`config.mk`:
```
export PLATFORM = sky130hd
export DESIGN_NAME = flc_parser_flat
export DESIGN_NICKNAME = d
export VERILOG_FILES = /design/src/hdl/flc_pkg.sv /design/src/hdl/flc_ifs.sv /design/src/hdl/flc_parser.sv /design/src/flat_wrapper.sv
export VERILOG_INCLUDE_DIRS = /design/src /design/src/hdl
export SDC_FILE = /design/constraint.sdc
export NUM_CORES = 1
export LEC_CHECK = 0
export ABC_AREA = 1
export BUFFER_PORTS_ARGS = -buffer_cell sky130_fd_sc_hd__buf_2
export CORE_AREA = 10 10 176 178
export DETAILED_ROUTE_END_ITERATION = 16
export DIE_AREA = 0 0 186 188
export HOLD_SLACK_MARGIN = 0.08
export PLACE_DENSITY = 0.73
export RECOVER_POWER = 25
export SYNTH_ARGS = -nofsm -noshare
export SYNTH_HDL_FRONTEND = slang
export SYNTH_SLANG_ARGS = --single-unit
```
`constraint.sdc`:
```
create_clock -name clk_i -period 11.7 [get_ports clk_i]
set_input_delay 2.34 -clock clk_i [delete_from_list [all_inputs] [get_ports clk_i]]
set_output_delay 2.34 -clock clk_i [all_outputs]
set_load 0.005 [all_outputs]
```
`src/hdl/fnv_length_frame_checker_assert.svh`:
```
// ----------------------------------------------------------------------------
// Assertion macros
// Clocked property checks used by the frame checker parser.
// ----------------------------------------------------------------------------
`ifndef FNV_LENGTH_FRAME_CHECKER_ASSERT_SVH
`define FNV_LENGTH_FRAME_CHECKER_ASSERT_SVH

// same-cycle implication
`define FLC_ASSERT_IMPL(lbl, clk, rst_n, ante, cons, msg) \
  lbl: assert property (@(posedge clk) disable iff (!rst_n) (ante) |-> (cons)) \
    else $error(msg);

// next-cycle implication
`define FLC_ASSERT_NEXT(lbl, clk, rst_n, ante, cons, msg) \
  lbl: assert property (@(posedge clk) disable iff (!rst_n) (ante) |=> (cons)) \
    else $error(msg);

`endif

```
`src/hdl/flc_pkg.sv`:
```
// ----------------------------------------------------------------------------
// flc_pkg
// Types and constants of the length-prefixed FNV-1a frame checker.
// ----------------------------------------------------------------------------
package flc_pkg;

  localparam logic [31:0] FnvBasis = 32'h811C_9DC5;
  localparam logic [31:0] FnvPrime = 32'h0100_0193;

  localparam int unsigned LenW = 25;

  typedef enum logic [1:0] {
    PH_HEADER  = 2'd0,
    PH_PAYLOAD = 2'd1,
    PH_DROPPED = 2'd2
  } flc_phase_e;

  typedef enum logic [1:0] {
    ST_OK       = 2'd0,
    ST_MISMATCH = 2'd1,
    ST_OVERSIZE = 2'd2
  } flc_status_e;

  typedef struct packed {
    logic       new_connection;
    logic [7:0] rx_byte;
  } flc_item_t;

endpackage

```
`src/hdl/flc_ifs.sv`:
```


interface flc_res_if;
  logic                 valid;
  logic                 ready;
  logic [7:0]           payload_byte;
  logic                 byte_present;
  logic                 frame_end;
  flc_pkg::flc_status_e frame_status;

  modport source (output valid, output payload_byte, output byte_present,
                  output frame_end, output frame_status, input ready);
  modport sink   (input valid, input payload_byte, input byte_present,
                  input frame_end, input frame_status, output ready);
endinterface


```
`src/hdl/flc_parser.sv`:
```
// ----------------------------------------------------------------------------
// flc_parser
// Frame parse state, FNV-1a update and the result register.
// ----------------------------------------------------------------------------
`include "fnv_length_frame_checker_assert.svh"

module flc_parser (
  input  logic                     clk_i,
  input  logic                     rst_ni,
  input  logic                     item_valid_i,
  input  flc_pkg::flc_item_t       item_i,
  input  logic [flc_pkg::LenW-1:0] max_length_i,
  output logic                     advance_o,
  flc_res_if.source                res
);

  // h * 0x01000193 as shifts and adds
  function automatic logic [31:0] fnv_step(input logic [31:0] h, input logic [7:0] b);
    logic [31:0] x;
    x = h ^ {24'b0, b};
    return x + (x << 1) + (x << 4) + (x << 7) + (x << 8) + (x << 24);
  endfunction

  flc_pkg::flc_phase_e       phase_q, phase_d;
  logic [2:0]                hdr_cnt_q, hdr_cnt_d;
  logic [31:0]               frame_len_q, frame_len_d;
  logic [31:0]               exp_hash_q, exp_hash_d;
  logic [31:0]               run_hash_q, run_hash_d;
  logic [flc_pkg::LenW-1:0]  left_q, left_d;

  logic                      res_valid_q, res_valid_d;
  logic [7:0]                res_byte_q;
  logic                      res_present_q;
  logic                      res_end_q;
  flc_pkg::flc_status_e      res_status_q;

  logic                      emit;
  logic [7:0]                emit_byte;
  logic                      emit_present;
  logic                      emit_end;
  flc_pkg::flc_status_e      emit_status;

  logic                      step;
  logic [31:0]               len_nx, hash_nx, new_hash;
  logic [flc_pkg::LenW-1:0]  left_dec;
  logic [4:0]                sh;

  assign advance_o = !res_valid_q || res.ready;
  assign step      = item_valid_i && advance_o;
  assign sh        = {hdr_cnt_q[1:0], 3'b000};
  assign len_nx    = hdr_cnt_q[2] ? frame_len_q
                                  : (frame_len_q | ({24'b0, item_i.rx_byte} << sh));
  assign hash_nx   = hdr_cnt_q[2] ? (exp_hash_q | ({24'b0, item_i.rx_byte} << sh))
                                  : exp_hash_q;
  assign new_hash  = fnv_step(run_hash_q, item_i.rx_byte);
  assign left_dec  = (left_q != '0) ? left_q - 1'b1 : left_q;

  always_comb begin
    phase_d      = phase_q;
    hdr_cnt_d    = hdr_cnt_q;
    frame_len_d  = frame_len_q;
    exp_hash_d   = exp_hash_q;
    run_hash_d   = run_hash_q;
    left_d       = left_q;
    emit         = 1'b0;
    emit_byte    = 8'd0;
    emit_present = 1'b0;
    emit_end     = 1'b0;
    emit_status  = flc_pkg::ST_OK;
    if (step) begin
      if (item_i.new_connection) begin
        phase_d     = flc_pkg::PH_HEADER;
        hdr_cnt_d   = 3'd0;
        frame_len_d = 32'd0;
        exp_hash_d  = 32'd0;
        run_hash_d  = flc_pkg::FnvBasis;
        left_d      = '0;
      end else begin
        case (phase_q)
          flc_pkg::PH_HEADER: begin
            frame_len_d = len_nx;
            exp_hash_d  = hash_nx;
            if (hdr_cnt_q != 3'd7) begin
              hdr_cnt_d = hdr_cnt_q + 3'd1;
            end else begin
              hdr_cnt_d  = 3'd0;
              run_hash_d = flc_pkg::FnvBasis;
              if (len_nx > {{(32 - flc_pkg::LenW){1'b0}}, max_length_i}) begin
                phase_d     = flc_pkg::PH_DROPPED;
                emit        = 1'b1;
                emit_end    = 1'b1;
                emit_status = flc_pkg::ST_OVERSIZE;
              end else if (len_nx == 32'd0) begin
                emit        = 1'b1;
                emit_end    = 1'b1;
                emit_status = (hash_nx == flc_pkg::FnvBasis) ? flc_pkg::ST_OK
                                                             : flc_pkg::ST_MISMATCH;
                phase_d     = (hash_nx == flc_pkg::FnvBasis) ? flc_pkg::PH_HEADER
                                                             : flc_pkg::PH_DROPPED;
                frame_len_d = 32'd0;
                exp_hash_d  = 32'd0;
              end else begin
                left_d  = len_nx[flc_pkg::LenW-1:0];
                phase_d = flc_pkg::PH_PAYLOAD;
              end
            end
          end
          flc_pkg::PH_PAYLOAD: begin
            emit         = 1'b1;
            emit_byte    = item_i.rx_byte;
            emit_present = 1'b1;
            left_d       = left_dec;
            if (left_dec != '0) begin
              run_hash_d = new_hash;
            end else begin
              emit_end    = 1'b1;
              emit_status = (new_hash == exp_hash_q) ? flc_pkg::ST_OK
                                                     : flc_pkg::ST_MISMATCH;
              phase_d     = (new_hash == exp_hash_q) ? flc_pkg::PH_HEADER
                                                     : flc_pkg::PH_DROPPED;
              hdr_cnt_d   = 3'd0;
              frame_len_d = 32'd0;
              exp_hash_d  = 32'd0;
              run_hash_d  = flc_pkg::FnvBasis;
            end
          end
          default: begin
            // dropped: wait for a new connection
          end
        endcase
      end
    end
  end

  always_comb begin
    res_valid_d = res_valid_q;
    if (advance_o) begin
      res_valid_d = emit;
    end
  end

  always_ff @(posedge clk_i or negedge rst_ni) begin
    if (!rst_ni) begin
      phase_q     <= flc_pkg::PH_HEADER;
      hdr_cnt_q   <= 3'd0;
      frame_len_q <= 32'd0;
      exp_hash_q  <= 32'd0;
      run_hash_q  <= flc_pkg::FnvBasis;
      left_q      <= '0;
      res_valid_q <= 1'b0;
    end else begin
      phase_q     <= phase_d;
      hdr_cnt_q   <= hdr_cnt_d;
      frame_len_q <= frame_len_d;
      exp_hash_q  <= exp_hash_d;
      run_hash_q  <= run_hash_d;
      left_q      <= left_d;
      res_valid_q <= res_valid_d;
    end
  end

  always_ff @(posedge clk_i) begin
    if (step && emit) begin
      res_byte_q    <= emit_byte;
      res_present_q <= emit_present;
      res_end_q     <= emit_end;
      res_status_q  <= emit_status;
    end
  end

  assign res.valid        = res_valid_q;
  assign res.payload_byte = res_byte_q;
  assign res.byte_present = res_present_q;
  assign res.frame_end    = res_end_q;
  assign res.frame_status = res_status_q;

  `FLC_ASSERT_IMPL(a_payload_left, clk_i, rst_ni, phase_q == flc_pkg::PH_PAYLOAD,
                   left_q != '0, "payload phase with no bytes left")
  `FLC_ASSERT_IMPL(a_hdr_cnt_phase, clk_i, rst_ni, hdr_cnt_q != 3'd0,
                   phase_q == flc_pkg::PH_HEADER, "header count outside header phase")
  `FLC_ASSERT_IMPL(a_empty_is_end, clk_i, rst_ni, res_valid_q && !res_present_q,
                   res_end_q, "byte-less result that does not end a frame")
  `FLC_ASSERT_IMPL(a_bad_is_end, clk_i, rst_ni,
                   res_valid_q && res_status_q != flc_pkg::ST_OK,
                   res_end_q, "error status without frame end")
  `FLC_ASSERT_NEXT(a_oversize_drops, clk_i, rst_ni,
                   step && emit && emit_status == flc_pkg::ST_OVERSIZE,
                   phase_q == flc_pkg::PH_DROPPED && res_valid_q,
                   "oversize did not enter dropped mode")

endmodule
```
`src/flat_wrapper.sv`:
```
// flat-port wrapper written by rule: the top's interface ports become plain ports
module flc_parser_flat 
  (clk_i, rst_ni, item_valid_i, item_i, max_length_i, advance_o, res_valid, res_payload_byte, res_byte_present, res_frame_end, res_frame_status, res_ready);
  flc_res_if res_i ();
  input  logic clk_i;
  input  logic rst_ni;
  input  logic item_valid_i;
  input  flc_pkg::flc_item_t item_i;
  input  logic [flc_pkg::LenW-1:0] max_length_i;
  output logic advance_o;
  output wire logic [$bits(res_i.valid)-1:0] res_valid;
  output wire logic [$bits(res_i.payload_byte)-1:0] res_payload_byte;
  output wire logic [$bits(res_i.byte_present)-1:0] res_byte_present;
  output wire logic [$bits(res_i.frame_end)-1:0] res_frame_end;
  output wire logic [$bits(res_i.frame_status)-1:0] res_frame_status;
  input wire logic [$bits(res_i.ready)-1:0] res_ready;
  assign res_valid = res_i.valid;
  assign res_payload_byte = res_i.payload_byte;
  assign res_byte_present = res_i.byte_present;
  assign res_frame_end = res_i.frame_end;
  assign res_frame_status = res_i.frame_status;
  assign res_i.ready = res_ready;
  flc_parser u_core (.clk_i(clk_i), .rst_ni(rst_ni), .item_valid_i(item_valid_i), .item_i(item_i), .max_length_i(max_length_i), .advance_o(advance_o), .res(res_i));
endmodule
```
==> results.md, run 1 <==
Routing:
- The count of nets left with antenna violations once routing finished came out at 0.
- The first routing iteration left 1,071 violations.
- The number of vias per cell after detailed routing is 5.46.
- The total wirelength of the detailed-routed design is 41,600 µm.
- Detailed routing inserted a total of 12,559 vias.
- After detailed routing, the number of remaining DRC violations is 0.
- Dividing the detail-routed wire length by the instance count gives around 18 µm.
- The pre-antenna-repair detailed-routing pass consisted of 6 iterations.

Synthesis:
- The post-synthesis average cell area is around 7 µm².
- The cell count after synthesis came out at 1,917.
- For this run, asynchronously set or reset flops after synthesis account for 0.914.
- Sorting the synthesized cells by how often they occur yields sky130_fd_sc_hd__nand2_1 (493), sky130_fd_sc_hd__inv_1 (349), sky130_fd_sc_hd__nand3_1 (194), sky130_fd_sc_hd__nor2_1 (145), sky130_fd_sc_hd__dfrtp_1 (113).
- The commonest register cell after synthesis is sky130_fd_sc_hd__dfrtp_1.
- The mapped netlist covers 13,500 µm².
- The cell taking the most area after synthesis is sky130_fd_sc_hd__dfrtp_1.
- In this run, synthesis produced a sequential element count of 139.
- Yosys attributes the largest share of cell area to sky130_fd_sc_hd__dfrtp_1 (21%), sky130_fd_sc_hd__nand2_1 (14%), sky130_fd_sc_hd__fa_1 (11%).
- Of the post-synthesis cell area, the dominant cell type holds 0.210.
- By instance count, the leading cell after synthesis is sky130_fd_sc_hd__nand2_1.
- The distinct cell type count after synthesis is 46.
- The number of warning messages in the yosys log is 0.
- The number of nets in the synthesized netlist is 2,120.
- Yosys mapped a number of flops with a built-in enable equal to 12.
- For this run, the register share of the synthesized area comes to 0.264.

Die:
- The area of the die is 35,000 µm².
- The area of the placeable core is 27,500 µm².
- The number of core rows is 61.
- From bottom edge to top edge, the die measures 188 µm.
- The horizontal die dimension is between 150 and 200 µm.
- For this configuration, the core starts out at a cell density of 0.490.
- Pin placement for this block handled 52 I/O pins.

Timing:
- The measured slew at the worst slew-check pin is 3.78 ns.
- The total of endpoints with negative setup slack in the final report is 0.
- After routing, the total negative slack on setup checks comes to 0 ns.
- Setup repair after global routing left no endpoint under its margin.
- The clock tree skew after final layout is 0.00872 ns.
- The final worst slack is 3.79 ns.
- In this run the tightest slew margin relative to its limit is -1.52.
- The count of final max-slew check failures is 130.
- The time the final worst path needs with I/O delays and setup is 7.91 ns.
- The share of the clock period used by the worst path after layout is 0.676.
- For this run, the top clock speed supported by timing is 126 MHz.
- The total count of hold-check failures in the final report is 0.

CTS:
- The clock tree from TritonCTS is done.
- The source-to-sink clock delay at the later pin of the worst-skew pair is 0.43 ns.
- The root buffer cell chosen for the clock tree is sky130_fd_sc_hd__clkbuf_16.
- Clock tree synthesis found a total of ~140 sinks.
- The clock buffer count from CTS is 17.
- The clock slew seen by the registers of the worst setup and hold paths is 0.06 ns.
- The buffers inserted during post-CTS setup optimization is 0.
- The H-tree depth is 4.
- The maximum buffer depth of the clock tree is 2.
- For this design, the CTS-stage hold fixing added 0 buffers.
- The number of gates resized after CTS was 0.

Critical path:
- In this run the number of cells on the critical path is 2.
- The required time reported for the critical path endpoint is 11.45 ns.
- The worst setup slack for register-to-register paths is 5.66 ns.
- The number of buffers and inverters on the critical path is 2.
- The most prevalent standard cell on the critical path is sky130_fd_sc_hd__clkbuf_1.
- The cell at the slowest stage of the critical path is sky130_fd_sc_hd__clkbuf_1.
- The category of cells accounting for the largest share of critical-path delay is buffers and inverters.
- The capturing element type of the critical path is an async pin.
- The critical path endpoint is u_core.run_hash_q[4].
- The depth of the worst register-to-register path is 26.
- The worst setup path is of the in2async kind.
- The worst setup path startpoint is rst_ni.
- The largest single stage delay on the critical path is 2.62 ns.
- The worst register-to-register path begins at u_core.run_hash_q[6].
- The worst setup path is launched from an input pin.
- In this run the critical register-to-register path is captured at u_core.res.frame_status[0].
- The data arrival time at the worst-slack endpoint is 7.66 ns.
- The largest driver fanout on the critical path is 67.
- The critical path goes through clkbuf_1 -> clkbuf_1.

GRT:
- The aggregate global-route resource usage is 0.243.
- The via count of the first global-routing pass was 12,687.
- The first global-routing pass estimated about 67,000 µm of wire.
- Entering global routing, the biggest net connects 103 pins.
- The initial antenna violation count is 0.
- After global routing the overflow that remains totals 0.

Hold path:
- In this run the most critical hold path is launched from u_core.frame_len_q[11].
- The kind of path behind the tightest hold check is reg2reg.
- The count of cells along the worst hold path is 2.

Cells and area:
- The post-layout net count is 2,145.
- Compared with the post-synthesis result, the final layout area differs by 7.95%.
- The diode insertion count for antenna repair is 0.
- Of the cells placed in the final design, the portion with a size suffix greater than 1 is 0.0624.

Run:
- The max-cap check violation count is 2.

Outcome:
- The final reports fail on max-capacitance violations, max-slew violations.
- The flow ran to the end, but the final reports show violations.

Placed design:
- Detailed placement ended at an HPWL of 33,000 µm.
- The number of input and output port buffers inserted is between 50 and 60.
- At the placement stage, the worst setup path has a slack of 3.66 ns.
- The placer's final routability congestion estimate is between 0.9 and 1.
logic make-up after synthesis:
| kind of cell | share of synthesized area |
|---|---|
| and+or+nand+nor | 0.290 |
| buffers and inverters | 0.120 |
| AOI/OAI and AO/OA | 0.105 |
| adders and majority gates | 0.195 |
| DFF | 0.264 |
| xor gates and xnor gates | 0.0261 |
final cells by class:
cell class,count,area [µm²]
fill,2719,12900
multi-input combinational,1371,8310
sequential,139,3560
inverter,354,1330
tap,346,433
clock buffer,17,425
timing repair buffer,59,304
clock inverter,15,186
per-stage QoR:
step / instance area, µm² / instances / util / hold WS (ns)
final: 14500 / 2301 / 0.529 / 0.485
after global routing: 14500 / 2301 / 0.529 / 0.497
after CTS: 14600 / 2301 / 0.530 / 0.481
after detailed placement: 13900 / 2269 / 0.508 / 0.466
after global placement: 13900 / 2269 / 0.508 / 0.464
after floorplan: 13500 / 1917 / - / 0.449
routing by layer:
layer  vias up  track usage  wire (µm)
li1       6154            -          -
met1      5876        0.301      17800
met2       420        0.396      19600
met3       109       0.0298       1850
met4         0        0.147       2360
met5         -            0          0
worst min-delay path by stage:
stage,end
2_1_floorplan,u_core.frame_len_q[1]
3_3_place_gp,u_core.frame_len_q[1]
3_5_place_dp,u_core.frame_len_q[2]
4_1_cts,u_core.frame_len_q[2]
5_1_grt,u_core.frame_len_q[0]
6_report,u_core.frame_len_q[11]
placed cells by master (no fill, tap or decap), drive strengths merged, types with 14 or more instances in the layout:
| master | synthesis | final |
|---|---|---|
| xor2 | 22 | 22 |
| nor2 | 148 | 148 |
| clkbuf | 26 | 24 |
| nand2 | 498 | 498 |
| nor4 | 14 | 14 |
| a21oi | 50 | 50 |
| o21ai | 157 | 157 |
| dfstp | 14 | 14 |
| buf | 27 | 52 |
| dfrtp | 113 | 113 |
| o21bai | 38 | 38 |
| inv | 352 | 358 |
| fa | 74 | 74 |
| nand4 | 30 | 30 |
| ha | 91 | 91 |
| nand3 | 194 | 194 |
sequential cells by signal, indices dropped and copies added, names as in the netlist, 2 cells and up:
name / count
u_core.run_hash_q: 32
u_core.exp_hash_q: 32
u_core.res.frame_status: 2
u_core.left_q: 25
u_core.res.payload_byte: 8
u_core.hdr_cnt_q: 3
u_core.phase_q: 2
u_core.frame_len_q: 32
Power of run 1 is left out: the tool's default activity adds up to more than one toggle a clock period on the data nets, which glitch-free logic cannot reach.
==> run 2: changes to the inputs <==
--- a/config.mk
+++ b/config.mk
@@ -6,13 +6,13 @@
 export SDC_FILE = /design/constraint.sdc
 export NUM_CORES = 1
 export LEC_CHECK = 0
-export ABC_AREA = 1
+export ABC_AREA = 0
 export BUFFER_PORTS_ARGS = -buffer_cell sky130_fd_sc_hd__buf_2
-export CORE_AREA = 10 10 176 178
+export CORE_AREA = 10 10 170 172
 export DETAILED_ROUTE_END_ITERATION = 16
-export DIE_AREA = 0 0 186 188
+export DIE_AREA = 0 0 180 182
 export HOLD_SLACK_MARGIN = 0.08
-export PLACE_DENSITY = 0.73
+export PLACE_DENSITY = 0.76
 export RECOVER_POWER = 25
 export SYNTH_ARGS = -nofsm -noshare
 export SYNTH_HDL_FRONTEND = slang
==> constraint.sdc (replaced) <==
create_clock -name clk_i -period 6.7 [get_ports clk_i]
set_input_delay 1.34 -clock clk_i [delete_from_list [all_inputs] [get_ports clk_i]]
set_output_delay 1.34 -clock clk_i [all_outputs]
set_load 0.005 [all_outputs]
==> run 2 against run 1 <==
  * The flow still finishes with violations (max-capacitance violations, max-slew violations)
  * Via count is 14% lower
  * Die area shrank 6.3%
  * Setup slack got worse by 3.2 ns
  * Register-to-register slack worse by 4.5 ns
  * Sequential share of layout area up 1.4 points
  * First-iteration DRC count down 5.8%
  * Utilization is 0.76 points higher
==> results.md, run 2 <==
Die:
- The area of the die is roughly 33,000 µm².
- The starting utilization of the core area is 0.490.
- The area of the placeable core is 25,600 µm².
- The number of core rows is 59.
- The boundary pin count is 52.
- The horizontal die dimension is 180 µm.
- The y dimension of the die is 182 µm.

CTS:
- The source-to-sink clock delay at the later pin of the worst-skew pair is 0.43 ns.
- The buffers inserted during post-CTS setup optimization is 0.
- The clock slew seen by the registers of the worst setup and hold paths is approximately 0.060 ns.
- The count of instances resized after the clock tree is built is 0.
- The clock buffer count from CTS is 17.
- The tree built by TritonCTS fans out to between 100 and 150 sinks.
- The maximum buffer depth of the clock tree is 2.
- The root cell of the clock tree is sky130_fd_sc_hd__clkbuf_16.
- The number of hold-repair buffers added at the cts stage is 0.
- The H-tree generated during clock tree synthesis spans 4 levels.
- TritonCTS built the clock tree.

Timing:
- The worst hold slack is 0.494 ns.
- On the final layout, the worst clock skew is 0.0110 ns.
- The highest clock rate is 164 MHz.
- At the pin with the least slew margin, the transition time is 3.01 ns.
- Dividing the final minimum period by the clock period gives 0.908.
- The headroom to the max-slew limit is -1.01.
- For the finished layout, the period the worst path requires is 6.08 ns.
- The total count of hold-check failures in the final report is 0.
- The count of final max-slew check failures is 130.
- The total negative slack for setup checks is 0 ns.
- The total of endpoints with negative setup slack in the final report is 0.
- Setup repair after global routing left no endpoint under its margin.
- The final worst slack is 0.615 ns.

Routing:
- The final layout contains routed wiring with a total length of approximately 37,000 µm.
- For this block, the via count after detailed routing is 10,854.
- The detailed router finished its first iteration with 1,009 violations.
- In this run the remaining antenna-violating nets after routing total 0.
- The mean routed wirelength per cell is 20.5 µm.
- The pre-antenna-repair detailed-routing pass consisted of 8 iterations.
- In the routed design, unresolved DRC markers number 0.
- Dividing the detail-routed via count by the number of cells gives 5.99.

Synthesis:
- By area the synthesized netlist is led by sky130_fd_sc_hd__dfrtp_1 (23%), sky130_fd_sc_hd__fa_1 (12%), sky130_fd_sc_hd__ha_1 (9.1%).
- After technology mapping, the gate count stands at about 1,400.
- For this run, the register share of the synthesized area comes to 0.283.
- The post-synthesis average cell area is just under 9 µm².
- By instance count, the leading cell after synthesis is sky130_fd_sc_hd__inv_1.
- By count the netlist is led by sky130_fd_sc_hd__inv_1 (204), sky130_fd_sc_hd__a21oi_1 (128), sky130_fd_sc_hd__nor2_1 (119), sky130_fd_sc_hd__dfrtp_1 (113), sky130_fd_sc_hd__ha_1 (91).
- The number of nets in the synthesized netlist is 1,631.
- The distinct cell type count after synthesis is 81.
- The cell area after synthesis is between 10,000 and 15,000 µm².
- The number of register bits inferred by synthesis is 139.
- The synthesized design contains 12 enable-type register cells.
- The Yosys step of the flow raised 0 warnings.
- The area fraction of the dominant cell type after synthesis is 0.225.
- The synthesized design spends more area on one cell type than any other, namely sky130_fd_sc_hd__dfrtp_1.
- The proportion of synthesized flip-flops having asynchronous set or reset is 0.914.
- Among all flip-flop cells after synthesis, the most frequent one is sky130_fd_sc_hd__dfrtp_1.

Placed design:
- Routability-driven placement finished with a final weighted congestion of slightly below 1.
- The sum of net half-perimeters after detailed placement is around 28,000 µm.
- During placement, the flow inserted port buffers numbering 51.
- The placement-stage worst setup slack is between 0.2 and 0.25 ns.

Critical path:
- The data arrival time at the worst-slack endpoint is 6.25 ns.
- STA classifies the critical path endpoint as a flip-flop.
- The required time reported for the critical path endpoint is 6.87 ns.
- The largest driver fanout on the critical path is 9.
- The category of the critical setup timing path is in2reg.
- The depth of the worst register-to-register path is 17.
- STA classifies the critical path startpoint as an input pin.
- The worst setup slack for register-to-register paths is 1.16 ns.

GRT:
- The largest net degree at the start of global routing is between 70 and 80.
- The initial antenna violation count is 1.
- The via count of the first global-routing pass is 11,157.
- The first global-routing pass estimated 59,800 µm of wire.
- In the global route stage, overall resource usage came out at 0.226.
- The total congestion overflow after global routing is 0.

Outcome:
- The run finished, with violations left.
- The checks that failed: max-capacitance violations, max-slew violations.

Cells and area:
- The library cell used most frequently in the layout, excluding fill and tap cells, is sky130_fd_sc_hd__inv_1.
- The post-layout net count is about 1,700.
- Relative to the synthesized area, the layout overhead comes to 9.44%.
- Of the cells placed in the final design, the portion with a size suffix greater than 1 is 0.0875.
- The largest registers in the layout are u_core.exp_hash_q (32), u_core.frame_len_q (32), u_core.run_hash_q (32).
- Measured on the finished design, the core utilization comes to 0.537.
- In the layout the commonest cells are sky130_fd_sc_hd__inv_1 (204), sky130_fd_sc_hd__a21oi_1 (128), sky130_fd_sc_hd__nor2_1 (119).

Run:
- The max-cap check violation count is 2.

Hold path:
- The count of cells along the worst hold path is 1.
- The kind of path behind the tightest hold check is reg2reg.
==> run 2: changes by cell type in the layout (fill, tap and decap cells not counted), moves of 16 or more <==
cell                       change
sky130_fd_sc_hd__o21ai_1      -50
sky130_fd_sc_hd__nand2_1     -440
sky130_fd_sc_hd__xnor2_1      +26
sky130_fd_sc_hd__nor3_1       +30
sky130_fd_sc_hd__buf_4        +22
sky130_fd_sc_hd__a21o_1       +45
sky130_fd_sc_hd__nor2_1       -24
sky130_fd_sc_hd__mux2_1       +24
sky130_fd_sc_hd__o21bai_1     -35
sky130_fd_sc_hd__and2_1       +52
sky130_fd_sc_hd__o21ai_0      -16
sky130_fd_sc_hd__inv_1       -145
sky130_fd_sc_hd__a21oi_1      +79
sky130_fd_sc_hd__nand3_1     -175
==> run 2: critical path: stages <==
cell,delay [ns]
sky130_fd_sc_hd__buf_2,0.13
sky130_fd_sc_hd__xor2_1,0.28
sky130_fd_sc_hd__inv_1,0.21
sky130_fd_sc_hd__fa_1,0.53
sky130_fd_sc_hd__fa_1,0.44
sky130_fd_sc_hd__fa_1,0.49
sky130_fd_sc_hd__inv_1,0.05
sky130_fd_sc_hd__ha_1,0.45
sky130_fd_sc_hd__nand4_1,0.15
sky130_fd_sc_hd__nor2_1,0.23
sky130_fd_sc_hd__o2bb2ai_1,0.27
sky130_fd_sc_hd__o21ai_0,0.22
sky130_fd_sc_hd__a21oi_1,0.27
sky130_fd_sc_hd__o221ai_1,0.23
sky130_fd_sc_hd__xnor2_1,0.28
sky130_fd_sc_hd__nand4b_1,0.19
sky130_fd_sc_hd__o41ai_1,0.38
sky130_fd_sc_hd__a21oi_1,0.10
==> run 2: logic make-up after synthesis <==
logic type,Yosys count,share of synthesized area
xor gates and xnor gates,77,0.0582
AOI/OAI and AO/OA,364,0.181
and+or+nand+nor,384,0.158
adders and majority gates,165,0.209
muxes,30,0.0265
DFF,139,0.283
buffers and inverters,269,0.0844
==> run 2: per-layer routing <==
layer	vias up	track usage	part of all wire
li1	4961	-	-
met1	5252	0.279	0.41
met2	526	0.380	0.48
met3	115	0.0386	0.074
met4	0	0.101	0.042
met5	-	0	0
==> run 2: final timing paths <==
check | endpoint | startpoint
hold reg to reg | u_core.frame_len_q[1] | u_core.frame_len_q[1]
hold / removal | u_core.frame_len_q[1] | u_core.frame_len_q[1]
setup / recovery | u_core.res.frame_status[0] | item_i[1]
max in group asynchronous | u_core.frame_len_q[0] | rst_ni
setup reg to reg | u_core.res.frame_status[0] | u_core.run_hash_q[2]
min in group asynchronous | u_core.left_q[3] | rst_ni
==> run 2: metrics by stage <==
step | std cells | cell area (µm²)
after floorplan | 1428 | 12600
after global placement | 1779 | 13200
after detailed placement | 1779 | 13200
after CTS | 1810 | 13800
after global routing | 1810 | 13700
final | 1811 | 13700
==> run 2: final cells by class <==
cell class	count	area, µm²
antenna	1	2.50
clock buffer	20	457
clock inverter	11	135
fill	2325	11900
inverter	204	766
multi-input combinational	1020	7950
sequential	139	3560
tap	335	419
timing repair buffer	81	462
Power of run 2 is left out for the same reason.
==> run 3: changes to the inputs <==
--- a/config.mk
+++ b/config.mk
@@ -9,6 +9,7 @@
 export ABC_AREA = 0
 export BUFFER_PORTS_ARGS = -buffer_cell sky130_fd_sc_hd__buf_2
 export CORE_AREA = 10 10 170 172
+export CTS_CLUSTER_SIZE = 16
 export DETAILED_ROUTE_END_ITERATION = 16
 export DIE_AREA = 0 0 180 182
 export HOLD_SLACK_MARGIN = 0.08
==> constraint.sdc (replaced) <==
create_clock -name clk_i -period 6.7 [get_ports clk_i]
set_input_delay 1.34 -clock clk_i [delete_from_list [all_inputs] [get_ports clk_i]]
set_output_delay 1.34 -clock clk_i [all_outputs]
set_load 0.05 [all_outputs]
==> run 3 against run 2 <==
  * The flow still finishes with violations (max-capacitance violations, max-slew violations)
  * Cell count unchanged
  * Utilization about the same
  * First-iteration DRC count unchanged
  * Fmax about the same
  * Largest cell class unchanged
==> results.md, run 3 (synthesized netlist as in run 2, its figures left out) <==
Timing:
- Of the available clock period, the critical path in the final layout requires 0.908.
- At the pin with the least slew margin, the transition time is 3.01 ns.
- For the final routed database, the setup TNS stands at 0 ns.
- The count of final max-slew check failures is 130.
- In this run the tightest slew margin relative to its limit is -1.01.
- The worst hold slack is between 0.4 and 0.5 ns.
- The time the final worst path needs with I/O delays and setup is ~6.1 ns.
- The total count of hold-check failures in the final report is 0.
- The clock tree skew after final layout is 0.0110 ns.
- Setup repair after global routing left no endpoint under its margin.
- Timing would allow up to 164 MHz.
- The total of endpoints with negative setup slack in the final report is 0.

CTS:
- The clock sink count is roughly 140.
- The clock buffer count from CTS is 17.
- The source-to-sink clock delay at the later pin of the worst-skew pair is 0.43 ns.
- CTS placed an instance of sky130_fd_sc_hd__clkbuf_16 at the clock tree root.
- The clock passes through at most 2 buffers.
- Post-CTS repair changed the size of 0 cells.
- The number of hold-repair buffers added at the cts stage is 0.
- After clock tree synthesis, the clock-pin slew on the worst setup and hold paths is around 0.06 ns.
- Buffers added to address setup during post-CTS repair amount to 0.
- The H-tree depth is 4.
- The clock tree from TritonCTS is done.

GRT:
- In the global route stage, overall resource usage came out at 0.226.
- The initial antenna violation count is 1.
- The total congestion overflow after global routing is 0.
- The first global-routing pass estimated 59,800 µm of wire.
- The via count of the first global-routing pass was 11,157.
- Entering global routing, the biggest net connects 78 pins.

Cells and area:
- The fill cell total of the finished layout is approximately 2,300.
- Of the cells placed in the final design, the portion with a size suffix greater than 1 is 0.0868.
- Leaving out fill and tap cells, the most frequent cells in the layout are sky130_fd_sc_hd__inv_1 (204), sky130_fd_sc_hd__a21oi_1 (128), sky130_fd_sc_hd__nor2_1 (119).
- Relative to the synthesized area, the layout overhead comes to 9.43%.
- The count of cells in the finished layout, fillers not included, comes to 1,811.
- The largest registers in the layout are u_core.exp_hash_q (32), u_core.frame_len_q (32), u_core.run_hash_q (32).
- In the final design database the tool counted 1,666 nets.
- The leading cell type in the layout, fill and taps excluded is sky130_fd_sc_hd__inv_1.

Placed design:
- Input and output buffers added on the ports amount to 51.
- The cell count after placement is 1,779.
- The congestion estimate from routability-driven global placement came to between 0.9 and 1.
- The sum of net half-perimeters after detailed placement is 28,400 µm.

Critical path:
- The critical path goes through buf_2 -> xor2_1 -> inv_1 -> fa_1 -> fa_1 -> fa_1 -> inv_1 -> ha_1 -> nand4_1 -> nor2_1 -> o2bb2ai_1 -> o21ai_0 -> a21oi_1 -> o221ai_1 -> xnor2_1 -> nand4b_1 -> o41ai_1 -> a21oi_1.
- The most numerous cell type found on the critical path is sky130_fd_sc_hd__fa_1.
- The required time reported for the critical path endpoint is slightly below 7 ns.
- The capturing element type of the critical path is a flip-flop.
- The worst setup slack for register-to-register paths is around 1.2 ns.
- The critical path in this run is classified as in2reg.
- Data arrives at the worst endpoint at between 6 and 7 ns.
- The worst setup path is launched from an input pin.
- In this run the worst path has a maximum fanout of 9.
- The critical path's largest stage delay is 0.53 ns.
- Among all stages on the critical path, the largest delay is contributed by sky130_fd_sc_hd__fa_1.

Routing:
- Dividing the detail-routed wire length by the instance count gives 20.5 µm.
- In this run, the number of DRC markers left after iteration 0 of detailed routing was 1,009.
- The pre-antenna-repair detailed-routing pass consisted of 7 iterations.
- The total wirelength of the detailed-routed design is around 37,000 µm.
- The number of vias per cell after detailed routing is approximately 6.0.
- The vias after detailed routing is between 10,000 and 15,000.
- The number of design rule violations left after detail routing is 0.
- The detail route stage leaves a number of antenna-violating nets equal to 0.

Outcome:
- The checks that failed: max-capacitance violations, max-slew violations.
- The flow ran to the end, but the final reports show violations.

Die:
- From bottom edge to top edge, the die measures 182 µm.
- For this configuration, the core starts out at a cell density of 0.490.
- The region available for standard cell placement spans 25,600 µm².
- The area of the die is 32,800 µm².
- The horizontal die dimension is 180 µm.
- The floorplan has slightly below 60 rows.
- For this design the top-level I/O count stands at 52.

Run:
- Across the run, the number of max-cap violations was 2.

Hold path:
- The path class of the tightest hold or removal check is reg2reg.
-- run 3: cell types whose count changed in the layout (fill, tap and decap cells not counted) --
cell | before | now
sky130_fd_sc_hd__clkbuf_1 | 14 | 15
sky130_fd_sc_hd__buf_2 | 38 | 37
-- run 3: final timing paths --
path	endpoint	start	depth (start not counted)
worst max-delay path	u_core.res.frame_status[0]	item_i[1]	18
worst min register to register	u_core.frame_len_q[1]	u_core.frame_len_q[1]	1
max in group asynchronous	u_core.frame_len_q[0]	rst_ni	2
worst max register to register	u_core.res.frame_status[0]	u_core.run_hash_q[2]	17
worst min-delay path	u_core.frame_len_q[1]	u_core.frame_len_q[1]	1
min in group asynchronous	u_core.left_q[3]	rst_ni	1
-- run 3: layout make-up --
cell class                 count  area [µm²]  share of cell area
timing repair buffer          81         460              0.0335
tap                          335         419              0.0305
clock inverter                11         135             0.00983
antenna                        1        2.50            0.000182
sequential                   139        3560               0.259
clock buffer                  20         457              0.0332
inverter                     204         766              0.0557
multi-input combinational   1020        7950               0.578
-- run 3: routing by layer --
layer  routed length [µm]  global-route usage  vias to the layer above
met3                 2720              0.0386                      115
met5                    0                   0                        -
met2                17800               0.380                      517
met4                 1540               0.101                        0
li1                     -                   -                     4961
met1                15100               0.279                     5255
-- run 3: through the flow --
| stage | utilization | setup WS [ns] | cell area [µm²] |
|---|---|---|---|
| after detailed placement | 0.514 | 0.224 | 13200 |
| final | 0.537 | 0.615 | 13700 |
| after global routing | 0.537 | 0.262 | 13700 |
| after floorplan | - | 0.190 | 12600 |
| after global placement | 0.514 | 0.281 | 13200 |
| after CTS | 0.537 | 0.660 | 13800 |
-- run 3: critical path, delay by kind of cell --
kind            cells  cell delay [ns]
simple gates        3             0.57
xor+xnor            2             0.56
fa+ha+maj           4             1.91
compound gates      6             1.47
buf+inv             3             0.39
Power of run 3 is left out for the same reason.
